File: config.mk
export PLATFORM = sky130hd
export DESIGN_NAME = epoch_seconds_to_calendar
export DESIGN_NICKNAME = d
export VERILOG_FILES = /design/src/rtl/core/ecal_pkg.sv /design/src/rtl/core/epoch_seconds_to_calendar.sv
export SDC_FILE = /design/constraint.sdc
export NUM_CORES = 2
export LEC_CHECK = 0
export BUFFER_PORTS_ARGS = -buffer_cell sky130_fd_sc_hd__buf_2
export CORE_UTILIZATION = 25
export DETAILED_ROUTE_END_ITERATION = 8
export PLACE_DENSITY = 0.35
export SLEW_MARGIN = 25
export SYNTH_ARGS = -nofsm -noshare
export SYNTH_HDL_FRONTEND = slang
export SYNTH_SLANG_ARGS = --single-unit
File: constraint.sdc
create_clock -name clk -period 15.9 [get_ports clk]
set_input_delay 2.385 -clock clk [delete_from_list [all_inputs] [get_ports clk]]
set_output_delay 2.385 -clock clk [all_outputs]
set_load 0.005 [all_outputs]
File: src/rtl/core/ecal_pkg.sv
package ecal_pkg;

    // first year of the count
    localparam int EPOCH_BASE_YEAR = 2020;

    // 32-bit seconds reach at most this many whole years past the epoch
    localparam int YEAR_SPAN     = 138;
    localparam int YEAR_TAB_LEN  = YEAR_SPAN + 2;
    localparam int YEAR_IDX_W    = $clog2(YEAR_TAB_LEN);
    localparam int DAY_CNT_W     = 16;
    localparam int YEAR_W        = 12;

    // reciprocal multipliers, exact over the full input range of each stage
    localparam logic [31:0] DAY_RECIP  = 32'd3257812231;  // 2^48 / 86400, rounded up
    localparam int          DAY_SHIFT  = 48;
    localparam logic [16:0] SECS_PER_DAY = 17'd86400;
    localparam logic [17:0] HOUR_RECIP = 18'd149131;      // 2^29 / 3600, rounded up
    localparam int          HOUR_SHIFT = 29;
    localparam logic [11:0] SECS_PER_HOUR = 12'd3600;
    localparam logic [12:0] MIN_RECIP  = 13'd4370;        // 2^18 / 60, rounded up
    localparam int          MIN_SHIFT  = 18;
    localparam logic [5:0]  SECS_PER_MIN = 6'd60;
    // year estimate, days / 365.25, within one of the true offset
    localparam logic [15:0] YEAR_RECIP = 16'd45934;       // 2^24 / 365.25
    localparam int          YEAR_SHIFT = 24;

    typedef logic [DAY_CNT_W-1:0] year_tab_t [0:YEAR_TAB_LEN-1];
    typedef logic                 leap_tab_t [0:YEAR_TAB_LEN-1];
    typedef logic [8:0]           month_tab_t [1:12];

    // day of year on which each month starts, common year
    localparam month_tab_t MONTH_START = '{
        9'd0,   9'd31,  9'd59,  9'd90,  9'd120, 9'd151,
        9'd181, 9'd212, 9'd243, 9'd273, 9'd304, 9'd334
    };

    function automatic logic is_leap(input int y);
        return ((y % 4 == 0) && (y % 100 != 0)) || (y % 400 == 0);
    endfunction

    // days from the epoch to 1 january of each year
    function automatic year_tab_t build_year_start();
        year_tab_t t;
        int        acc;
        acc = 0;
        for (int i = 0; i < YEAR_TAB_LEN; i++)
        begin
            t[i] = DAY_CNT_W'(acc);
            acc  = acc + (is_leap(EPOCH_BASE_YEAR + i) ? 366 : 365);
        end
        return t;
    endfunction

    function automatic leap_tab_t build_leap();
        leap_tab_t t;
        for (int i = 0; i < YEAR_TAB_LEN; i++)
        begin
            t[i] = is_leap(EPOCH_BASE_YEAR + i);
        end
        return t;
    endfunction

    localparam year_tab_t YEAR_START = build_year_start();
    localparam leap_tab_t LEAP_YEAR  = build_leap();

endpackage

File: src/rtl/core/epoch_seconds_to_calendar.sv
// channel  | direction | handshake                    | payload
// ---------+-----------+------------------------------+-------------------------------------
// command  | in        | start high, busy low         | elapsed_seconds
// result   | out       | done high for one cycle      | second_of_minute, minute_of_hour,
//          |           |                              | hour_of_day, calendar_year,
//          |           |                              | month_of_year, day_of_month
//
// eight-stage pipeline, one transfer accepted every cycle, busy is always low
// a result appears on done once its command transfer has passed through every stage
// the stages hold the chain of reciprocal multiplies (day, hour, minute)
// and, on the date side, year table lookup, year pick, month compare
// reset clears the valid bits only; the receiver cannot stall, so nothing holds

module epoch_seconds_to_calendar
(
    input  logic        clk,
    input  logic        rst_n,
    input  logic        start,
    output logic        busy,
    input  logic [31:0] elapsed_seconds,
    output logic        done,
    output logic [5:0]  second_of_minute,
    output logic [5:0]  minute_of_hour,
    output logic [4:0]  hour_of_day,
    output logic [11:0] calendar_year,
    output logic [3:0]  month_of_year,
    output logic [4:0]  day_of_month
);
    import ecal_pkg::*;

    localparam int NSTAGE = 8;

    // valid bits, one per stage
    logic [NSTAGE-1:0] vld_reg;
    logic [NSTAGE-1:0] vld_next;

    // stage 1: seconds times day reciprocal
    logic [31:0] secs1_reg;
    logic [63:0] dprod1_reg;

    // stage 2: whole days, days back to seconds, year estimate product
    logic [31:0]          secs2_reg;
    logic [DAY_CNT_W-1:0] days2_reg;
    logic [31:0]          dsecs2_reg;
    logic [31:0]          yprod2_reg;

    // stage 3: second of day, year estimate
    logic [16:0]           sod3_reg;
    logic [DAY_CNT_W-1:0]  days3_reg;
    logic [YEAR_IDX_W-1:0] est3_reg;

    // stage 4: hour product, candidate year starts
    logic [16:0]           sod4_reg;
    logic [34:0]           hprod4_reg;
    logic [DAY_CNT_W-1:0]  days4_reg;
    logic [YEAR_IDX_W-1:0] est4_reg;
    logic [DAY_CNT_W-1:0]  ys_lo4_reg;
    logic [DAY_CNT_W-1:0]  ys_mid4_reg;
    logic [DAY_CNT_W-1:0]  ys_hi4_reg;

    // stage 5: hour and second of hour, chosen year
    logic [4:0]            hour5_reg;
    logic [11:0]           soh5_reg;
    logic [DAY_CNT_W-1:0]  days5_reg;
    logic [YEAR_IDX_W-1:0] yoff5_reg;
    logic [DAY_CNT_W-1:0]  ystart5_reg;

    // stage 6: minute product, day of year
    logic [4:0]            hour6_reg;
    logic [11:0]           soh6_reg;
    logic [24:0]           mprod6_reg;
    logic [YEAR_IDX_W-1:0] yoff6_reg;
    logic [8:0]            doy6_reg;
    logic                  leap6_reg;

    // stage 7: minute and second, month
    logic [4:0]            hour7_reg;
    logic [5:0]            min7_reg;
    logic [5:0]            sec7_reg;
    logic [YEAR_IDX_W-1:0] yoff7_reg;
    logic [8:0]            doy7_reg;
    logic [3:0]            month7_reg;
    logic [8:0]            mstart7_reg;

    // stage 8: output registers
    logic [5:0]  sec8_reg;
    logic [5:0]  min8_reg;
    logic [4:0]  hour8_reg;
    logic [11:0] year8_reg;
    logic [3:0]  month8_reg;
    logic [4:0]  day8_reg;

    // combinational helpers
    logic [DAY_CNT_W-1:0]  days2_next;
    logic [YEAR_IDX_W-1:0] est3_next;
    logic [YEAR_IDX_W-1:0] idx_lo;
    logic [YEAR_IDX_W-1:0] idx_hi;
    logic [4:0]            hour5_next;
    logic [YEAR_IDX_W-1:0] yoff5_next;
    logic [DAY_CNT_W-1:0]  ystart5_next;
    logic [5:0]            min7_next;
    logic [3:0]            month7_next;
    logic [8:0]            mstart7_next;
    logic [8:0]            mbound;

    assign busy = 1'b0;

    // valid bits move every cycle, nothing can hold the pipe
    always_comb
    begin
        vld_next = {vld_reg[NSTAGE-2:0], start & ~busy};
    end

    always_ff @(posedge clk or negedge rst_n)
    begin
        if (!rst_n)
        begin
            vld_reg <= '0;
        end
        else
        begin
            vld_reg <= vld_next;
        end
    end

    // whole days: top bits of the reciprocal product
    assign days2_next = dprod1_reg[DAY_SHIFT +: DAY_CNT_W];
    assign est3_next  = yprod2_reg[YEAR_SHIFT +: YEAR_IDX_W];

    // the true year offset is the estimate or one either side
    assign idx_lo = (est3_reg == '0) ? '0 : est3_reg - 1'b1;
    assign idx_hi = est3_reg + 1'b1;

    assign hour5_next = hprod4_reg[HOUR_SHIFT +: 5];

    always_comb
    begin
        if (days4_reg >= ys_hi4_reg)
        begin
            yoff5_next   = est4_reg + 1'b1;
            ystart5_next = ys_hi4_reg;
        end
        else if (days4_reg >= ys_mid4_reg)
        begin
            yoff5_next   = est4_reg;
            ystart5_next = ys_mid4_reg;
        end
        else
        begin
            yoff5_next   = (est4_reg == '0) ? '0 : est4_reg - 1'b1;
            ystart5_next = ys_lo4_reg;
        end
    end

    assign min7_next = mprod6_reg[MIN_SHIFT +: 6];

    // month: last month whose first day is not past the day of year
    always_comb
    begin
        month7_next  = 4'd1;
        mstart7_next = '0;
        mbound       = '0;
        for (int m = 2; m <= 12; m++)
        begin
            mbound = MONTH_START[m] + ((leap6_reg && m >= 3) ? 9'd1 : 9'd0);
            if (doy6_reg >= mbound)
            begin
                month7_next  = 4'(m);
                mstart7_next = mbound;
            end
        end
    end

    // datapath, no reset needed
    always_ff @(posedge clk)
    begin
        // stage 1
        secs1_reg  <= elapsed_seconds;
        dprod1_reg <= 64'(elapsed_seconds) * 64'(DAY_RECIP);

        // stage 2
        secs2_reg  <= secs1_reg;
        days2_reg  <= days2_next;
        dsecs2_reg <= 32'(days2_next) * 32'(SECS_PER_DAY);
        yprod2_reg <= 32'(days2_next) * 32'(YEAR_RECIP);

        // stage 3
        sod3_reg  <= 17'(secs2_reg - dsecs2_reg);
        days3_reg <= days2_reg;
        est3_reg  <= est3_next;

        // stage 4
        sod4_reg    <= sod3_reg;
        hprod4_reg  <= 35'(sod3_reg) * 35'(HOUR_RECIP);
        days4_reg   <= days3_reg;
        est4_reg    <= est3_reg;
        ys_lo4_reg  <= YEAR_START[idx_lo];
        ys_mid4_reg <= YEAR_START[est3_reg];
        ys_hi4_reg  <= YEAR_START[idx_hi];

        // stage 5
        hour5_reg   <= hour5_next;
        soh5_reg    <= 12'(sod4_reg - 17'(hour5_next) * 17'(SECS_PER_HOUR));
        days5_reg   <= days4_reg;
        yoff5_reg   <= yoff5_next;
        ystart5_reg <= ystart5_next;

        // stage 6
        hour6_reg  <= hour5_reg;
        soh6_reg   <= soh5_reg;
        mprod6_reg <= 25'(soh5_reg) * 25'(MIN_RECIP);
        yoff6_reg  <= yoff5_reg;
        doy6_reg   <= 9'(days5_reg - ystart5_reg);
        leap6_reg  <= LEAP_YEAR[yoff5_reg];

        // stage 7
        hour7_reg   <= hour6_reg;
        min7_reg    <= min7_next;
        sec7_reg    <= 6'(soh6_reg - 12'(min7_next) * 12'(SECS_PER_MIN));
        yoff7_reg   <= yoff6_reg;
        doy7_reg    <= doy6_reg;
        month7_reg  <= month7_next;
        mstart7_reg <= mstart7_next;

        // stage 8
        sec8_reg   <= sec7_reg;
        min8_reg   <= min7_reg;
        hour8_reg  <= hour7_reg;
        year8_reg  <= YEAR_W'(EPOCH_BASE_YEAR) + YEAR_W'(yoff7_reg);
        month8_reg <= month7_reg;
        day8_reg   <= 5'(doy7_reg - mstart7_reg + 9'd1);
    end

    assign done             = vld_reg[NSTAGE-1];
    assign second_of_minute = sec8_reg;
    assign minute_of_hour   = min8_reg;
    assign hour_of_day      = hour8_reg;
    assign calendar_year    = year8_reg;
    assign month_of_year    = month8_reg;
    assign day_of_month     = day8_reg;

endmodule

* After elaboration in Yosys (flattened, before gate mapping)
Memory sizes are Yosys's and may differ from the RTL's. A register that Yosys moved wholly into a read port is not among the register bits. Cells that the tools add are included. Widths: inputs -> output; s select.
Word-level totals: register bits after elaboration 445, memory bits (read-only) 12544, output and inout bits 40, word-level logic and storage cells 118, memories 4
Memory list:
- (no name shown) | depth 256, width 16, rd ports 1, clocked after memory_dff 1, write ports 0, line epoch_seconds_to_calendar.sv:199 | ys_hi4_reg <= YEAR_START[idx_hi];
- (no name shown) | depth 256, width 16, rd ports 1, clocked after memory_dff 1, write ports 0, line epoch_seconds_to_calendar.sv:198 | ys_mid4_reg <= YEAR_START[est3_reg];
- (no name shown) | depth 256, width 16, rd ports 1, clocked after memory_dff 1, write ports 0, line epoch_seconds_to_calendar.sv:197 | ys_lo4_reg <= YEAR_START[idx_lo];
- (no name shown) | depth 256, width 1, rd ports 1, clocked after memory_dff 1, write ports 0, line epoch_seconds_to_calendar.sv:214 | leap6_reg <= LEAP_YEAR[yoff5_reg];
Operators by class: $add $sub $neg 21, multipliers 7, magnitude comparators 13, mux-type cells 28, bitwise logic cells 4, reduce and logical (&&, ||, !) cells 3
Operator list (number):
- $mul 32x32->64 const B | 1
- $ge 9x9->1 | 7
- $mux 5 | 11
- $add 8x1->9 const A | 4
- $not 8->9 | 4
- $mul 17x18->34 const B | 1
- $ge 16x16->1 | 2
- $mux 8 | 4
- $mul 16x15->31 const B | 1
- $add 9x1->9 const A | 3
- $mux 3 | 8
- $mul 12x12->23 const B | 1
- $ge 9x8->1 | 2
- $mux 9 | 2
- $sub 17x17->17 | 1
- $add 7x1->8 const A | 2
- $add 8x1->8 const B | 2
- $logic_not 8->1 | 2
- $mul 16x10->10 const B | 1
- $sub 8x1->8 const B | 2
- $add 11x8->12 const A | 1
- $sub 12x12->12 | 1
- $ge 9x5->1 const B | 1
- $ge 9x7->1 | 1
- 10 further kinds | 11

* Depth between registers and ports, before layout
depth after elaboration 13, mapped depth 24

* Least setup slack after synthesis
No wires, ideal clock.
path kind input -> register, start in elapsed_seconds[12], end reg dprod1_reg[61], setup time 0.119 ns, arrival time 8.134 ns, required time 15.781 ns, setup slack 7.647 ns, stages on the path 22, path through fa_1 > ha_1 > inv_1 > fa_1 > fa_1 > inv_1 > fa_1 > fa_1 > fa_1 > inv_1 > fa_1 > inv_1 > ha_1 > a21oi_1 > o21ai_0 > a211oi_1 > o221ai_1 > a41o_1 > a31oi_1 > o21ai_1 > a21o_1 > xor2_1
On the way: cells in the longest elaborated chain, start to end 1
RTL lines:
- start, declared | line epoch_seconds_to_calendar.sv:20 | input logic [31:0] elapsed_seconds,
- $mul 32x32->64 | line epoch_seconds_to_calendar.sv:179 | dprod1_reg <= 64'(elapsed_seconds) * 64'(DAY_RECIP);
- end signal, assigned | line epoch_seconds_to_calendar.sv:179
- end, declared | line epoch_seconds_to_calendar.sv:39 | logic [63:0] dprod1_reg;
No other way between the ends. A chain may end at the register's enable or synchronous reset.

* Worst setup path in the final report
start in elapsed_seconds[13], end reg dprod1_reg[61]
Same word-level chain as after synthesis.

==> metrics.log <==
INFO  metric status = finished, final reports clean
INFO  metric setup_violations = 0
INFO  metric clk_pin_slew_worst_paths = 60 ps
INFO  metric post-place-cells = 6,786
INFO  metric worst_skew_pair_later_pin_latency = 680 ps
INFO  metric async_reset_ff_frac = 0.0217
INFO  metric die_y = 415 um
INFO  metric hold_viol = 0
INFO  metric htree_levels = 2
INFO  metric crit_path_max_fanout = 12
INFO  metric areaGrowthSynthToFinish = 10.7%
INFO  metric start_util = 0.252
INFO  metric max_slew_margin = 0.363
INFO  metric timing.critical_path.from_type = input port
INFO  metric drv.max_cap_violation_count = 0
INFO  metric final-max-slew-violation-count = 0
INFO  metric io_buffer_count = 73
INFO  metric timing.critical_path.arrival = 9740 ps
INFO  metric cts.sink_count = 369
INFO  metric antennaDiodeCount = 0
INFO  metric synth_area = 42,700 um^2
INFO  metric final_wirelength = 144 mm
INFO  metric drt.antenna.violating_nets = 0
INFO  metric grt_pass1_wl = 217 mm
INFO  metric layoutNonFillerInstCount = 6,879
INFO  metric antenna_found_initial = 0
INFO  metric worst_setup_path_end_kind = flop
INFO  metric fin_worst_skew = 46.3 ps
INFO  metric cts_hold_repair.buffers = 0
INFO  metric ys_seq_elements = 369
INFO  metric place.gp.congestion = 0.870
INFO  metric synth_seq_area_share = 0.174
INFO  metric clockBufferDepth = 3
INFO  metric yosysUniqueCellTypes = 80
INFO  metric clockRootBuffer = clkbuf_16
INFO  metric drt-vias-per-instance = 4.68
INFO  metric ios = 75
INFO  metric layout.core_utilization = 0.279
INFO  metric post-route-drc-count = 0
INFO  metric overflow = 0
INFO  metric achievable-frequency = 109 MHz
INFO  metric final_nets = 5,992
INFO  metric hold_class = flop to flop
INFO  metric min_period = 9180 ps
INFO  metric cts_buffers = 50
INFO  metric vias = 32,210
INFO  metric routed_wire_length_per_instance = 20.9 um
INFO  metric finalSetupTns = 0 ps
INFO  metric detail_route.first_pass.iterations = 5
INFO  metric setup_repair_after_global_routing_missed_its_margin = false
INFO  metric detailed_place_hpwl = 115 mm
INFO  metric worst-r2r-cell-count = 21
INFO  metric synth-warning-count = 0
INFO  metric edff_count_synth = 0
INFO  metric avgSynthCellArea = 9.23 um^2
INFO  metric worst-endpoint-required = 16,460 ps
INFO  metric cts-resized-gates = 0
INFO  metric grt.total_usage = 0.166
INFO  metric post_route_cells_drive_above_1_share = 0.0534
INFO  metric r2r_setup_slack = 9580 ps
INFO  metric largest_net_degree_at_the_start_of_global_routing = 71
INFO  metric tritoncts_clock_tree = yes
INFO  metric max_slew.worst_pin.slew = 953 ps
INFO  metric drt-initial-drc-count = 2,026
INFO  metric post_cts_setup_buffer_count = 0
INFO  metric synth_fp_nets = 5,996
INFO  metric rows = 151
INFO  metric hold-path-cell-count = 0
INFO  metric postSynthCellCount = 4,624
INFO  metric design.core.area = 169,000 um^2
INFO  metric synth_ff_type = dfxtp_1
INFO  metric die_area = 172,000 um^2
INFO  metric die_span_x = 415 um
INFO  metric path_class = input port to flop
INFO  metric grt_pass1_vias = 33,691
INFO  metric final_min_period_over_clock_period = 0.578
-- per-stage QoR --
step	area [um^2]	setup WS (ps)	hold slack [ps]
2_1_floorplan	42700	7650	310
3_3_place_gp	45500	6130	310
3_5_place_dp	45500	6110	312
4_1_cts	47200	6850	295
5_1_grt	47200	6590	311
6_report	47200	6720	297
-- logic make-up (layout without fill, tap and decap cells) --
family                     Yosys count  after routing  share of synthesized area
and+or+nand+nor                    761            761                     0.0822
muxes                               23             23                    0.00695
other                                1              1                  0.0000879
xor gates and xnor gates           125            125                     0.0262
buffers and inverters             1044           1081                     0.0933
AOI/OAI and AO/OA                  964            964                      0.142
DFF                                369            369                      0.174
adders and majority gates         1337           1337                      0.475
-- cell usage in the layout, fill, tap and decap left out, types with 12 or more instances in the layout --
cell type and n:
nand2b_1 31, a221oi_1 18, nor3_1 55, inv_1 865, a21o_1 55, nand4_1 31
dfxtp_1 356, nor2_1 231, a21oi_1 294, a31oi_1 33, fa_1 470, xnor2_1 82
o311ai_0 16, a21boi_0 12, and3_1 12, mux2i_1 15, and2_1 17, buf_2 73
a311oi_1 19, ha_1 864, o31ai_1 15, nand2_1 239, o211ai_1 52, o21a_1 21
buf_4 48, a211oi_1 56, o22ai_1 20, a2111oi_0 17, clkbuf_16 51, nor4_1 14
xor2_1 35, nand3_1 55, nor2b_1 30, o21ai_0 217, o21bai_1 21
-- cell type report --
| class | count | area (um^2) |
|---|---|---|
| clock buffers | 63 | 1360 |
| clock inverters | 30 | 349 |
| fillers | 18145 | 122000 |
| inverters | 867 | 3250 |
| multi-input cells | 3211 | 31300 |
| flip-flops and latches | 369 | 7440 |
| well taps | 2218 | 2780 |
| repair buffers | 121 | 726 |
-- cells in the mapped netlist (all sizes together), types with 15 or more instances --
cell	n	area, um^2
o22ai	20	125
nor2b	30	188
o211ai	52	390
fa	470	9410
a211oi	56	420
o31ai	15	113
nor3	55	275
inv	866	3250
xnor2	90	811
o21bai	21	158
nand4	31	194
nand3	55	275
a221oi	18	158
a311oi	19	166
a2111oi	17	149
nor2	232	871
xor2	35	307
a31oi	33	206
buf	68	319
nand2	239	897
ha	867	10800
nand2b	31	194
mux2i	15	150
clkbuf	109	409
o21ai	228	1140
and2	17	106
dfxtp	361	7230
o311ai	18	158
a21oi	297	1490
o21a	21	158
a21o	55	413
-- routing by layer --
metal	global-route usage	up-vias	routed length (um)
li1	-	15571	-
met1	0.214	15844	64800
met2	0.293	640	70700
met3	0.0130	155	4250
met4	0.0502	0	4150
met5	0	-	0
-- path summary, 6_finish.rpt --
check | endpoint | startpoint
worst max-delay path | dprod1_reg[61]$_DFF_P_ | elapsed_seconds[13]
worst min register to register | soh5_reg[2]$_DFF_P_ | sod4_reg[2]$_DFF_P_
min in group asynchronous | vld_reg[7]$_DFF_PN0_ | rst_n
worst min-delay path | soh5_reg[2]$_DFF_P_ | sod4_reg[2]$_DFF_P_
worst max register to register | yprod2_reg[28]$_DFF_P_ | dprod1_reg[56]$_DFF_P_
max in group asynchronous | vld_reg[3]$_DFF_PN0_ | rst_n
-- worst max-delay path, cell delays in order --
cell and delay [ps]:
buf_2 280, fa_1 460, ha_1 280, inv_1 50, fa_1 490, fa_1 510, inv_1 50, fa_1 490
fa_1 520, fa_1 550, inv_1 60, fa_1 580, inv_1 60, ha_1 380, a21oi_1 490, o21ai_0 240
a211oi_1 320, o221ai_1 290, a41o_1 310, a31oi_1 410, o21ai_1 180, a21o_1 210, xor2_1 130
Power is not shown: default switching activity piles up to over one toggle a cycle in this logic, so the estimate is an artifact.
